==> src/hdl/svel_pkg.sv <==
`default_nettype none

package svel_pkg;

    localparam int POLE_COUNT_DEF = 3;

    localparam int CFG_IDX_W  = 3;
    localparam int CFG_DATA_W = 24;

    // shared multiplier operand and product widths
    localparam int MUL_W  = 26;
    localparam int PROD_W = 2 * MUL_W;

    localparam logic [24:0] ONE_Q24       = 25'h100_0000;
    localparam logic [23:0] LEVEL_MAX     = 24'hFF_FFFF;
    localparam logic [15:0] GAIN_Q16      = 16'd58982;   // 0.9
    localparam logic [31:0] MIDDLE_C_STEP = 32'd25480551;
    localparam logic [16:0] MIX_ONE       = 17'h1_0000;

    localparam logic [23:0] ATTACK_RST  = 24'd95106;
    localparam logic [23:0] RELEASE_RST = 24'd16767706;
    localparam logic [15:0] COEFF_RST   = 16'd2742;

    typedef enum logic [1:0] {
        OP_TICK     = 2'd0,
        OP_NOTE_ON  = 2'd1,
        OP_NOTE_OFF = 2'd2
    } t_op;

    typedef enum logic [CFG_IDX_W-1:0] {
        CFG_ATTACK      = 3'd0,
        CFG_RELEASE     = 3'd1,
        CFG_COEFF       = 3'd2,
        CFG_NOISE_MIX   = 3'd3,
        CFG_SPREAD_MIX  = 3'd4,
        CFG_VELOCITY_ON = 3'd5
    } t_cfg_idx;

    typedef struct packed {
        logic [23:0] attack_step;
        logic [23:0] release_factor;
        logic [15:0] filter_coeff;
        logic [16:0] noise_mix;     // already limited to one
        logic [16:0] spread_mix;    // already limited to one
        logic        velocity_on;
    } t_cfg;

    typedef struct packed {
        logic [1:0]         operation;
        logic [6:0]         velocity;
        logic [31:0]        phase_step;
        logic signed [15:0] noise_main;
        logic signed [15:0] noise_side;
    } t_item;

    typedef struct packed {
        logic signed [15:0] left_sample;
        logic signed [15:0] right_sample;
    } t_result;

    // velocity to envelope target, floor(vel * 2^24 / 127)
    localparam int VEL_LEVELS = 128;
    localparam int VEL_FULL   = 127;

    typedef logic [24:0] t_target_tab [VEL_LEVELS];

    function automatic t_target_tab f_target_tab();
        t_target_tab tab;
        for (int i = 0; i < VEL_LEVELS; i++) begin
            tab[i] = 25'((64'(i) << 24) / VEL_FULL);
        end
        return tab;
    endfunction

    localparam t_target_tab TARGET_TAB = f_target_tab();

endpackage

`default_nettype wire

==> src/hdl/svel_in_if.sv <==
`default_nettype none

interface svel_in_if ();
    logic               valid;
    logic               ready;
    logic [1:0]         operation;
    logic [6:0]         velocity;
    logic [31:0]        phase_step;
    logic signed [15:0] noise_main;
    logic signed [15:0] noise_side;

    modport source (
        output valid, operation, velocity, phase_step, noise_main, noise_side,
        input  ready
    );
    modport sink (
        input  valid, operation, velocity, phase_step, noise_main, noise_side,
        output ready
    );
endinterface

`default_nettype wire

==> src/hdl/svel_out_if.sv <==
`default_nettype none

interface svel_out_if ();
    logic               valid;
    logic               ready;
    logic signed [15:0] left_sample;
    logic signed [15:0] right_sample;

    modport source (
        output valid, left_sample, right_sample,
        input  ready
    );
    modport sink (
        input  valid, left_sample, right_sample,
        output ready
    );
endinterface

`default_nettype wire

==> src/hdl/svel_cfg.sv <==
`default_nettype none

module svel_cfg import svel_pkg::*; (
    input  logic                  i_clk,
    input  logic                  i_rst_n,
    input  logic                  i_we,
    input  logic [CFG_IDX_W-1:0]  i_idx,
    input  logic [CFG_DATA_W-1:0] i_data,
    output t_cfg                  o_cfg
);

    logic [23:0] r_attack;
    logic [23:0] r_release;
    logic [15:0] r_coeff;
    logic [16:0] r_noise_mix;
    logic [16:0] r_spread_mix;
    logic        r_velocity_on;

    function automatic logic [16:0] f_limit_one(input logic [16:0] v);
        if (v[16] && (v[15:0] != 16'd0)) begin
            return MIX_ONE;
        end
        return v;
    endfunction

    always_ff @(posedge i_clk) begin
        if (!i_rst_n) begin
            r_attack      <= ATTACK_RST;
            r_release     <= RELEASE_RST;
            r_coeff       <= COEFF_RST;
            r_noise_mix   <= 17'd0;
            r_spread_mix  <= 17'd0;
            r_velocity_on <= 1'b1;
        end else if (i_we) begin
            unique case (i_idx)
                CFG_ATTACK:      r_attack      <= i_data;
                CFG_RELEASE:     r_release     <= i_data;
                CFG_COEFF:       r_coeff       <= i_data[15:0];
                CFG_NOISE_MIX:   r_noise_mix   <= i_data[16:0];
                CFG_SPREAD_MIX:  r_spread_mix  <= i_data[16:0];
                CFG_VELOCITY_ON: r_velocity_on <= i_data[0];
                default: ;
            endcase
        end
    end

    always_comb begin
        o_cfg.attack_step    = r_attack;
        o_cfg.release_factor = r_release;
        o_cfg.filter_coeff   = r_coeff;
        o_cfg.noise_mix      = f_limit_one(r_noise_mix);
        o_cfg.spread_mix     = f_limit_one(r_spread_mix);
        o_cfg.velocity_on    = r_velocity_on;
    end

endmodule

`default_nettype wire

==> src/hdl/svel_mul.sv <==
`default_nettype none

module svel_mul import svel_pkg::*; (
    input  logic                     i_clk,
    input  logic                     i_en,
    input  logic signed [MUL_W-1:0]  i_a,
    input  logic signed [MUL_W-1:0]  i_b,
    output logic signed [PROD_W-1:0] o_prod
);

    logic signed [PROD_W-1:0] r_prod;

    always_ff @(posedge i_clk) begin
        if (i_en) begin
            r_prod <= i_a * i_b;
        end
    end

    assign o_prod = r_prod;

endmodule

`default_nettype wire

==> src/hdl/svel_engine.sv <==
`default_nettype none

module svel_engine import svel_pkg::*; #(
    parameter int POLE_COUNT = POLE_COUNT_DEF
) (
    input  logic    i_clk,
    input  logic    i_rst_n,
    input  t_cfg    i_cfg,
    input  logic    i_valid,
    output logic    o_ready,
    input  t_item   i_item,
    output logic    o_res_valid,
    input  logic    i_res_ready,
    output t_result o_res
);

    localparam int IDX_W = (POLE_COUNT > 1) ? $clog2(POLE_COUNT) : 1;
    localparam logic [IDX_W-1:0] LAST_POLE = IDX_W'(POLE_COUNT - 1);

    typedef enum logic [10:0] {
        S_IDLE     = 11'b000_0000_0001,
        S_ENV      = 11'b000_0000_0010,
        S_MIX0     = 11'b000_0000_0100,
        S_MIX1     = 11'b000_0000_1000,
        S_GAIN     = 11'b000_0001_0000,
        S_POLE_ISS = 11'b000_0010_0000,
        S_POLE_UPD = 11'b000_0100_0000,
        S_RIGHT    = 11'b000_1000_0000,
        S_LEFT     = 11'b001_0000_0000,
        S_RMUL     = 11'b010_0000_0000,
        S_DONE     = 11'b100_0000_0000
    } t_state;

    t_state r_state, n_state;

    // voice state
    logic [31:0]        r_phase;
    logic [31:0]        r_step;
    logic [23:0]        r_level;
    logic [24:0]        r_target;
    logic               r_gate;
    logic signed [23:0] r_main [POLE_COUNT];
    logic signed [23:0] r_sidep [POLE_COUNT];

    // per-tick working registers
    logic signed [15:0] r_nmain;
    logic signed [15:0] r_nside;
    logic signed [40:0] r_acc;
    logic signed [23:0] r_x;
    logic signed [23:0] r_filt;
    logic signed [23:0] r_right;
    logic [23:0]        r_gain;
    logic signed [15:0] r_left;
    logic [IDX_W-1:0]   r_pole;
    logic               r_side;

    logic signed [MUL_W-1:0]  w_a, w_b;
    logic signed [PROD_W-1:0] w_prod;
    logic                     w_mul_en;

    logic signed [23:0]       w_saw;
    logic signed [23:0]       w_nmain;
    logic signed [23:0]       w_nside;
    logic [16:0]              w_mix_inv;
    logic signed [PROD_W-1:0] w_mix_sum;
    logic signed [23:0]       w_cur;
    logic signed [24:0]       w_diff;
    logic signed [25:0]       w_pole_new;
    logic signed [24:0]       w_spread_diff;
    logic signed [25:0]       w_right_sum;
    logic signed [19:0]       w_out_hi;
    logic [25:0]              w_lv_up;
    logic [25:0]              w_lv_clip;
    logic [23:0]              w_lv_new;
    logic                     w_accept;

    function automatic logic signed [15:0] f_sat16(input logic signed [19:0] v);
        if (v > 20'sd32767) begin
            return 16'sh7FFF;
        end
        if (v < -20'sd32768) begin
            return -16'sd32768;
        end
        return v[15:0];
    endfunction

    svel_mul u_mul (
        .i_clk  (i_clk),
        .i_en   (w_mul_en),
        .i_a    (w_a),
        .i_b    (w_b),
        .o_prod (w_prod)
    );

    assign o_ready  = (r_state == S_IDLE);
    assign w_accept = i_valid && o_ready;
    // product must hold while the finished result waits
    assign w_mul_en = (r_state != S_IDLE) && (r_state != S_DONE);

    assign w_saw         = $signed({~r_phase[31], r_phase[30:8]});
    assign w_nmain       = $signed({r_nmain, 8'h00});
    assign w_nside       = $signed({r_nside, 8'h00});
    assign w_mix_inv     = MIX_ONE - i_cfg.noise_mix;
    assign w_mix_sum     = r_acc + w_prod;
    assign w_cur         = r_side ? r_sidep[r_pole] : r_main[r_pole];
    assign w_diff        = r_x - w_cur;
    assign w_pole_new    = w_cur + $signed(w_prod[41:16]);
    assign w_spread_diff = r_x - r_filt;
    assign w_right_sum   = r_filt + $signed(w_prod[41:16]);
    assign w_out_hi      = $signed(w_prod[51:32]);

    // attack ramps toward target and clips there; release is a plain decay
    assign w_lv_up   = 26'(r_level) + 26'(w_prod[48:24]);
    assign w_lv_clip = (w_lv_up > 26'(r_target)) ? 26'(r_target) : w_lv_up;
    assign w_lv_new  = r_gate ? ((w_lv_clip > 26'(LEVEL_MAX)) ? LEVEL_MAX : w_lv_clip[23:0])
                              : w_prod[47:24];

    always_comb begin
        w_a = '0;
        w_b = '0;
        unique case (r_state)
            S_ENV: begin
                if (r_gate) begin
                    w_a = $signed(MUL_W'(r_target));
                    w_b = $signed(MUL_W'(i_cfg.attack_step));
                end else begin
                    w_a = $signed(MUL_W'(r_level));
                    w_b = $signed(MUL_W'(i_cfg.release_factor));
                end
            end
            S_MIX0: begin
                w_a = $signed(MUL_W'(w_mix_inv));
                w_b = MUL_W'(w_saw);
            end
            S_MIX1: begin
                w_a = $signed(MUL_W'(i_cfg.noise_mix));
                w_b = MUL_W'(w_nmain);
            end
            S_GAIN: begin
                w_a = $signed(MUL_W'(r_level));
                w_b = $signed(MUL_W'(GAIN_Q16));
            end
            S_POLE_ISS: begin
                w_a = $signed(MUL_W'(i_cfg.filter_coeff));
                w_b = MUL_W'(w_diff);
            end
            S_RIGHT: begin
                w_a = $signed(MUL_W'(i_cfg.spread_mix));
                w_b = MUL_W'(w_spread_diff);
            end
            S_LEFT: begin
                w_a = MUL_W'(r_filt);
                w_b = $signed(MUL_W'(r_gain));
            end
            S_RMUL: begin
                w_a = MUL_W'(r_right);
                w_b = $signed(MUL_W'(r_gain));
            end
            default: ;
        endcase
    end

    always_comb begin
        n_state = r_state;
        unique case (r_state)
            S_IDLE: begin
                if (w_accept && (i_item.operation == OP_TICK)) begin
                    n_state = S_ENV;
                end
            end
            S_ENV:      n_state = S_MIX0;
            S_MIX0:     n_state = S_MIX1;
            S_MIX1:     n_state = S_GAIN;
            S_GAIN:     n_state = S_POLE_ISS;
            S_POLE_ISS: n_state = S_POLE_UPD;
            S_POLE_UPD: begin
                if (r_pole != LAST_POLE) begin
                    n_state = S_POLE_ISS;
                end else if (!r_side && (i_cfg.spread_mix != 17'd0)) begin
                    n_state = S_POLE_ISS;
                end else begin
                    n_state = S_RIGHT;
                end
            end
            S_RIGHT:    n_state = S_LEFT;
            S_LEFT:     n_state = S_RMUL;
            S_RMUL:     n_state = S_DONE;
            S_DONE: begin
                if (i_res_ready) begin
                    n_state = S_IDLE;
                end
            end
            default:    n_state = S_IDLE;
        endcase
    end

    always_ff @(posedge i_clk) begin
        if (!i_rst_n) begin
            r_state  <= S_IDLE;
            r_phase  <= 32'd0;
            r_step   <= MIDDLE_C_STEP;
            r_level  <= 24'd0;
            r_target <= ONE_Q24;
            r_gate   <= 1'b0;
            r_pole   <= '0;
            r_side   <= 1'b0;
            for (int i = 0; i < POLE_COUNT; i++) begin
                r_main[i]  <= '0;
                r_sidep[i] <= '0;
            end
        end else begin
            r_state <= n_state;
            if (w_accept) begin
                case (i_item.operation)
                    OP_TICK: begin
                        r_phase <= r_phase + r_step;
                        r_pole  <= '0;
                        r_side  <= 1'b0;
                    end
                    OP_NOTE_ON: begin
                        // zero velocity behaves as note-off
                        if (i_item.velocity == 7'd0) begin
                            r_gate <= 1'b0;
                        end else begin
                            r_gate   <= 1'b1;
                            r_target <= i_cfg.velocity_on ? TARGET_TAB[i_item.velocity]
                                                          : ONE_Q24;
                            r_step   <= i_item.phase_step;
                        end
                    end
                    OP_NOTE_OFF: r_gate <= 1'b0;
                    default: ;
                endcase
            end
            if (r_state == S_MIX0) begin
                r_level <= w_lv_new;
            end
            if (r_state == S_POLE_UPD) begin
                if (r_side) begin
                    r_sidep[r_pole] <= w_pole_new[23:0];
                end else begin
                    r_main[r_pole] <= w_pole_new[23:0];
                end
                if (r_pole != LAST_POLE) begin
                    r_pole <= r_pole + 1'b1;
                end else if (!r_side) begin
                    r_pole <= '0;
                    r_side <= 1'b1;
                end
            end
        end
    end

    always_ff @(posedge i_clk) begin
        if (w_accept) begin
            r_nmain <= i_item.noise_main;
            r_nside <= i_item.noise_side;
        end
        unique case (r_state)
            S_MIX1:     r_acc <= w_prod[40:0];
            S_GAIN:     r_x <= w_mix_sum[39:16];
            S_POLE_ISS: begin
                if ((r_pole == '0) && !r_side) begin
                    r_gain <= w_prod[39:16];
                end
            end
            S_POLE_UPD: begin
                if (!r_side && (r_pole == LAST_POLE)) begin
                    r_filt <= w_pole_new[23:0];
                end
                // side chain starts from its own noise
                if (!r_side && (r_pole == LAST_POLE) && (i_cfg.spread_mix != 17'd0)) begin
                    r_x <= w_nside;
                end else begin
                    r_x <= w_pole_new[23:0];
                end
            end
            S_LEFT:     r_right <= w_right_sum[23:0];
            S_RMUL:     r_left <= f_sat16(w_out_hi);
            default: ;
        endcase
    end

    assign o_res_valid        = (r_state == S_DONE);
    assign o_res.left_sample  = r_left;
    assign o_res.right_sample = f_sat16(w_out_hi);

    a_tick_starts: assert property (@(posedge i_clk) disable iff (!i_rst_n)
        (w_accept && (i_item.operation == OP_TICK)) |=> (r_state == S_ENV))
        else $error("tick accepted but sequence did not start");

    a_pole_range: assert property (@(posedge i_clk) disable iff (!i_rst_n)
        ((r_state == S_POLE_ISS) || (r_state == S_POLE_UPD)) |-> (r_pole <= LAST_POLE))
        else $error("pole index out of range");

    a_side_only_spread: assert property (@(posedge i_clk) disable iff (!i_rst_n)
        ((r_state == S_POLE_ISS) && r_side) |-> (i_cfg.spread_mix != 17'd0))
        else $error("side poles running with zero spread");

    a_done_entry: assert property (@(posedge i_clk) disable iff (!i_rst_n)
        (r_state == S_DONE) |-> ($past(r_state) == S_RMUL || $past(r_state) == S_DONE))
        else $error("result state entered out of sequence");

endmodule

`default_nettype wire

==> src/hdl/saw_voice_with_envelope_and_lowpass_top.sv <==
// Monophonic sawtooth/noise voice with envelope and a multi-pole lowpass.
// Input channel i_item (valid/ready): operation 0 is a sample tick carrying
// noise_main/noise_side, 1 is note-on (velocity, phase_step), 2 is note-off.
// Note items are accepted while idle and give no result. A tick gives one
// stereo sample on o_res (valid/ready).
// A tick is worked through one shared 26x26 multiplier under a sequencer
// that steps through the envelope, mix and gain, the main filter poles,
// and also the side noise poles when spread_mix is non-zero. The next item
// is taken in the cycle after the result leaves the sequencer.
// Note items sustain one per cycle while the sequencer is idle.
// The result sits in an output register, so a stalled receiver holds one
// sample while the next item is already accepted and processed; the
// sequencer waits only if a second result is ready before the first is taken.
// Configuration: i_cfg_we/i_cfg_idx/i_cfg_data, written while idle.
// Synchronous reset restores default settings, zero phase, envelope and
// filter state, middle-C step, and empties the output register.
`default_nettype none

module saw_voice_with_envelope_and_lowpass_top import svel_pkg::*; #(
    parameter int POLE_COUNT = POLE_COUNT_DEF
) (
    input  logic                  i_clk,
    input  logic                  i_rst_n,
    input  logic                  i_cfg_we,
    input  logic [CFG_IDX_W-1:0]  i_cfg_idx,
    input  logic [CFG_DATA_W-1:0] i_cfg_data,
    svel_in_if.sink               i_item,
    svel_out_if.source            o_res
);

    t_cfg    w_cfg;
    t_item   w_item;
    t_result w_res;
    logic    w_res_valid;
    logic    w_res_ready;
    logic    w_ready;

    logic    r_out_valid;
    t_result r_out;

    svel_cfg u_cfg (
        .i_clk   (i_clk),
        .i_rst_n (i_rst_n),
        .i_we    (i_cfg_we),
        .i_idx   (i_cfg_idx),
        .i_data  (i_cfg_data),
        .o_cfg   (w_cfg)
    );

    always_comb begin
        w_item.operation  = i_item.operation;
        w_item.velocity   = i_item.velocity;
        w_item.phase_step = i_item.phase_step;
        w_item.noise_main = i_item.noise_main;
        w_item.noise_side = i_item.noise_side;
    end

    svel_engine #(
        .POLE_COUNT (POLE_COUNT)
    ) u_engine (
        .i_clk       (i_clk),
        .i_rst_n     (i_rst_n),
        .i_cfg       (w_cfg),
        .i_valid     (i_item.valid),
        .o_ready     (w_ready),
        .i_item      (w_item),
        .o_res_valid (w_res_valid),
        .i_res_ready (w_res_ready),
        .o_res       (w_res)
    );

    assign i_item.ready = w_ready;

    // output register frees the sequencer from a stalled receiver
    assign w_res_ready = !r_out_valid || o_res.ready;

    always_ff @(posedge i_clk) begin
        if (!i_rst_n) begin
            r_out_valid <= 1'b0;
        end else if (w_res_ready) begin
            r_out_valid <= w_res_valid;
        end
    end

    always_ff @(posedge i_clk) begin
        if (w_res_ready && w_res_valid) begin
            r_out <= w_res;
        end
    end

    assign o_res.valid        = r_out_valid;
    assign o_res.left_sample  = r_out.left_sample;
    assign o_res.right_sample = r_out.right_sample;

endmodule

`default_nettype wire
==> src/flat_wrapper.sv <==
// flat-port wrapper written by rule: the top's interface ports become plain ports
module saw_voice_with_envelope_and_lowpass_top_flat import svel_pkg::*;
#(
    parameter int POLE_COUNT = POLE_COUNT_DEF
)
  (i_clk, i_rst_n, i_cfg_we, i_cfg_idx, i_cfg_data, i_item_valid, i_item_operation, i_item_velocity, i_item_phase_step, i_item_noise_main, i_item_noise_side, i_item_ready, o_res_valid, o_res_left_sample, o_res_right_sample, o_res_ready);
  svel_in_if i_item_i ();
  svel_out_if o_res_i ();
  input  logic i_clk;
  input  logic i_rst_n;
  input  logic i_cfg_we;
  input  logic [CFG_IDX_W-1:0] i_cfg_idx;
  input  logic [CFG_DATA_W-1:0] i_cfg_data;
  input wire logic [$bits(i_item_i.valid)-1:0] i_item_valid;
  input wire logic [$bits(i_item_i.operation)-1:0] i_item_operation;
  input wire logic [$bits(i_item_i.velocity)-1:0] i_item_velocity;
  input wire logic [$bits(i_item_i.phase_step)-1:0] i_item_phase_step;
  input wire logic [$bits(i_item_i.noise_main)-1:0] i_item_noise_main;
  input wire logic [$bits(i_item_i.noise_side)-1:0] i_item_noise_side;
  output wire logic [$bits(i_item_i.ready)-1:0] i_item_ready;
  output wire logic [$bits(o_res_i.valid)-1:0] o_res_valid;
  output wire logic [$bits(o_res_i.left_sample)-1:0] o_res_left_sample;
  output wire logic [$bits(o_res_i.right_sample)-1:0] o_res_right_sample;
  input wire logic [$bits(o_res_i.ready)-1:0] o_res_ready;
  assign i_item_i.valid = i_item_valid;
  assign i_item_i.operation = i_item_operation;
  assign i_item_i.velocity = i_item_velocity;
  assign i_item_i.phase_step = i_item_phase_step;
  assign i_item_i.noise_main = i_item_noise_main;
  assign i_item_i.noise_side = i_item_noise_side;
  assign i_item_ready = i_item_i.ready;
  assign o_res_valid = o_res_i.valid;
  assign o_res_left_sample = o_res_i.left_sample;
  assign o_res_right_sample = o_res_i.right_sample;
  assign o_res_i.ready = o_res_ready;
  saw_voice_with_envelope_and_lowpass_top #(.POLE_COUNT(POLE_COUNT)) u_core (.i_clk(i_clk), .i_rst_n(i_rst_n), .i_cfg_we(i_cfg_we), .i_cfg_idx(i_cfg_idx), .i_cfg_data(i_cfg_data), .i_item(i_item_i), .o_res(o_res_i));
endmodule
==> config.mk <==
export PLATFORM = sky130hd
export DESIGN_NAME = saw_voice_with_envelope_and_lowpass_top_flat
export DESIGN_NICKNAME = d
export VERILOG_FILES = /design/src/hdl/svel_pkg.sv /design/src/hdl/svel_in_if.sv /design/src/hdl/svel_out_if.sv /design/src/hdl/svel_cfg.sv /design/src/hdl/svel_mul.sv /design/src/hdl/svel_engine.sv /design/src/hdl/saw_voice_with_envelope_and_lowpass_top.sv /design/src/flat_wrapper.sv
export SDC_FILE = /design/constraint.sdc
export NUM_CORES = 2
export LEC_CHECK = 0
export BUFFER_PORTS_ARGS = -buffer_cell sky130_fd_sc_hd__buf_2
export CORE_MARGIN = 2
export CORE_UTILIZATION = 60
export DETAILED_ROUTE_END_ITERATION = 16
export PLACE_DENSITY = 0.78
export SLEW_MARGIN = 40
export SYNTH_ARGS = -nofsm -noshare
export SYNTH_HDL_FRONTEND = slang
export SYNTH_SLANG_ARGS = --single-unit
==> constraint.sdc <==
create_clock -name i_clk -period 15 [get_ports i_clk]
set_input_delay 0.75 -clock i_clk [delete_from_list [all_inputs] [get_ports i_clk]]
set_output_delay 0.75 -clock i_clk [all_outputs]
set_load 0.02 [all_outputs]
==> run_results.csv <==
group,metric,value,unit
status,status,"completed",
cells_and_area,fin_cells,7392,
sta,fin_crit_sh,83.8,%
clocking,clk_pin_slew,60,ps
synthesis,netlist_instances,5997,
sta,min_period,12570,ps
sta,fmax,79.5,MHz
cells_and_area,final_nets,7221,
floorplanning,die_h,317,µm
synthesis,yosysTopAreaCellShare,24.3,%
detailed_routing,drtAntennaViolNets,0,
job,maxCapViolCount,0,
clocking,cts_tree,"built",
detailed_routing,avgRoutedWirePerCell,24.5,µm
synthesis,synth_top_cell_by_area,"fa_1",
detailed_routing,dr.pass1.iters,8,
sta,finalSetupViolCount,0,
global_routing,grt_max_degree,129,
hold_path,min_path_type,"primary input to flip-flop",
pwr,p_per_area,67.1,nW/µm²
synthesis,ys.flop_type,"edfxtp_1",
clocking,insertion_delay,630,ps
placed_design,dp.cells,7269,
critical_path,cp_data_arrival_time,12940,ps
critical_path,worst-path-buf-inv,7,
global_routing,grt_pass1_wl,279000,µm
sta,slew-limit-headroom,35.4,%
critical_path,crit_slowest_cell,"dfxtp_4",
sta,hold_ws,293,ps
floorplanning,fp.dieW,317,µm
global_routing,overflow,0,
critical_path,crit_path_max_incr_delay,710,ps
sta,setup_tns,0,ps
detailed_routing,postRouteWirelength,181000,µm
clocking,cts_root_buffer,"clkbuf_16",
clocking,numCtsBuffers,66,
synthesis,ys_seq_area_share,30.6,%
critical_path,endpoint_kind,"flip-flop",
global_routing,antenna_found_initial,4,
critical_path,critPathLaunchType,"flip-flop",
pwr,power_switching,1.05,mW
synthesis,async_flop_share,0,%
global_routing,grt.total_usage,36.4,%
synthesis,yosysWarnings,0,
sta,grt_setup_unrepaired,"no",
synthesis,synth_area_leaders,"fa_1 (24%), edfxtp_1 (23%), dfxtp_1 (7.2%), ha_1 (7.2%), nand2_1 (5.9%)",
critical_path,path_max_fanout,30,
cells_and_area,final_cell_mix,"nand2_1 (914), inv_1 (857), fa_1 (716), nor2_1 (517), edfxtp_1 (460)",
floorplanning,io_pins,139,
detailed_routing,drcViolationCount,0,
cells_and_area,syn_to_final_growth,8.00,%
pwr,leakagePower,28.7,nW
synthesis,synth_edf_count,460,
critical_path,crit_top_cell,"fa_1",
placed_design,port_buffers,138,
cells_and_area,layout_commonest_cell,"nand2_1",
pwr,p_seq_share,48.7,%
clocking,clock_path_buffers,3,
synthesis,ys_types,99,
floorplanning,fp-row-count,114,
floorplanning,dieArea,101000,µm²
synthesis,syn_avg_cell_area,9.83,µm²
placed_design,place.gp.congestion,1.02,
clocking,cts-resized-gates,0,
pwr,peakVddDrop,0.000124,V
detailed_routing,avgViaCountPerCell,6.24,
critical_path,worstSetupPathType,"flip-flop to flip-flop",
pwr,p_int,3.22,mW
synthesis,synth-seq-cells,671,
sta,finalMaxSlewViolations,0,
clocking,cts.sinks,671,
critical_path,required,15370,ps
synthesis,syn_area,59000,µm²
floorplanning,start_util,60.8,%
detailed_routing,first_iter_violations,5881,
cells_and_area,layout-drive-gt1-share,8.45,%
detailed_routing,vias,46094,
placed_design,dpl.hpwl,137000,µm
global_routing,grt_pass1_vias,46660,
pwr,p_comb_share,9.1,%
clocking,htreeDepth,3,
sta,clock_skew,31.9,ps
sta,hold_viol_final,0,
pwr,p_sw_share,24.6,%
sta,worst_pin_slew,958,ps
clocking,cts_hold_buf,0,
clocking,cts_setup_buffers,0,
critical_path,critical-path-top-delay-family,"adder cells",
floorplanning,core,97000,µm²
pwr,clkPwrFrac,42.2,%
## registers in the layout (all words and copies together) (netlist names), 8 cells and up, named ones only
name                          flops
u_core.u_engine.r_step           32
u_core.u_engine.r_left           16
u_core.u_engine.r_level          24
u_core.u_engine.r_state          11
u_core.u_engine.r_x              24
u_core.u_cfg.r_spread_mix        17
u_core.u_cfg.r_attack            24
u_core.u_engine.r_gain           24
u_core.u_cfg.r_release           24
u_core.u_engine.r_main           96
u_core.u_cfg.r_noise_mix         17
u_core.u_engine.r_target          8
u_core.o_res.left_sample         16
u_core.u_engine.r_sidep          96
u_core.u_engine.r_phase          32
u_core.u_engine.r_nmain          16
u_core.u_engine.r_acc            40
u_core.o_res.right_sample        16
u_core.u_cfg.r_coeff             16
u_core.u_engine.u_mul.o_prod     52
u_core.u_engine.r_nside          16
u_core.u_engine.r_right          24
u_core.u_engine.r_filt           24
## cells by family after synthesis
logic type / after synthesis / synth area share, %
and+or+nand+nor: 1955 / 14.6
buffers and inverters: 1115 / 7.29
adders and majority gates: 1053 / 31.5
AOI/OAI and AO/OA: 905 / 10.4
DFF: 671 / 30.6
xor gates and xnor gates: 192 / 2.85
muxes: 104 / 2.80
other: 2 / 0.0127
## synthesized netlist by cell type, types with 48 or more instances
master	instances
nor2b_1	50
inv_1	857
xor2_1	66
dfxtp_1	211
a21oi_1	196
mux4_2	48
a21boi_0	106
clkbuf_1	152
buf_2	85
nand3_1	107
mux2i_1	48
nand2_1	919
edfxtp_1	460
and2_1	83
fa_1	716
a21o_1	85
nor2_1	521
o21ai_0	178
xnor2_1	126
ha_1	337
nand2b_1	58
## area by class of cell
class / count / area [µm²]
Clock buffer: 79 / 1780
Clock inverter: 41 / 536
Timing Repair Buffer: 246 / 1550
Sequential cell: 671 / 18000
Fill cell: 7538 / 33300
Inverter: 859 / 3220
Tap cell: 1276 / 1600
Antenna cell: 1 / 2.50
Multi-Input combinational cell: 4219 / 36900
## power by group through the flow
stage	sequential [mW]	clock [mW]	combinational (mW)
floorplan	2.09	0	0.263
global placement	2.11	0	0.365
detailed placement	2.12	0	0.374
CTS	2.08	1.81	0.378
global route	2.08	1.88	0.422
finish	2.08	1.80	0.388
## metrics by stage
stage          cell area, µm²  setup slack (ps)  power [mW]  util [%]
5_1_grt                 63700              1820        4.38      65.7
2_1_floorplan           59000              4300        2.35         -
3_3_place_gp            61100              2950        2.48      63.0
6_report                63700              2430        4.27      65.7
4_1_cts                 63700              2570        4.27      65.6
3_5_place_dp            61300              2710        2.49      63.2
## final timing paths
path / startpoint / end / slack [ps] / depth (start not counted)
min reg2reg: u_core.u_engine.r_left[0]$_DFFE_PN_ / u_core.o_res.left_sample[0]$_DFFE_PP_ / 410 / 0
max reg2reg: flip-flop / u_core.u_engine.u_mul.o_prod[51]$_DFFE_PP_ / 2430 / 42
min: i_item_noise_side[3] / u_core.u_engine.r_nside[3]$_DFFE_PP_ / 290 / 1
max: flip-flop / u_core.u_engine.u_mul.o_prod[51]$_DFFE_PP_ / 2430 / 42
## routing by layer
metal  vias to the layer above  GRT usage (%)  part of all wire [%]
met5                         -              0                0.0050
met4                         2           14.9                   5.1
met3                       539           8.88                    13
met2                      2962           55.5                    44
met1                     22759           50.2                    38
li1                      19832              -                     -
(Power assumes the default switching activity.)
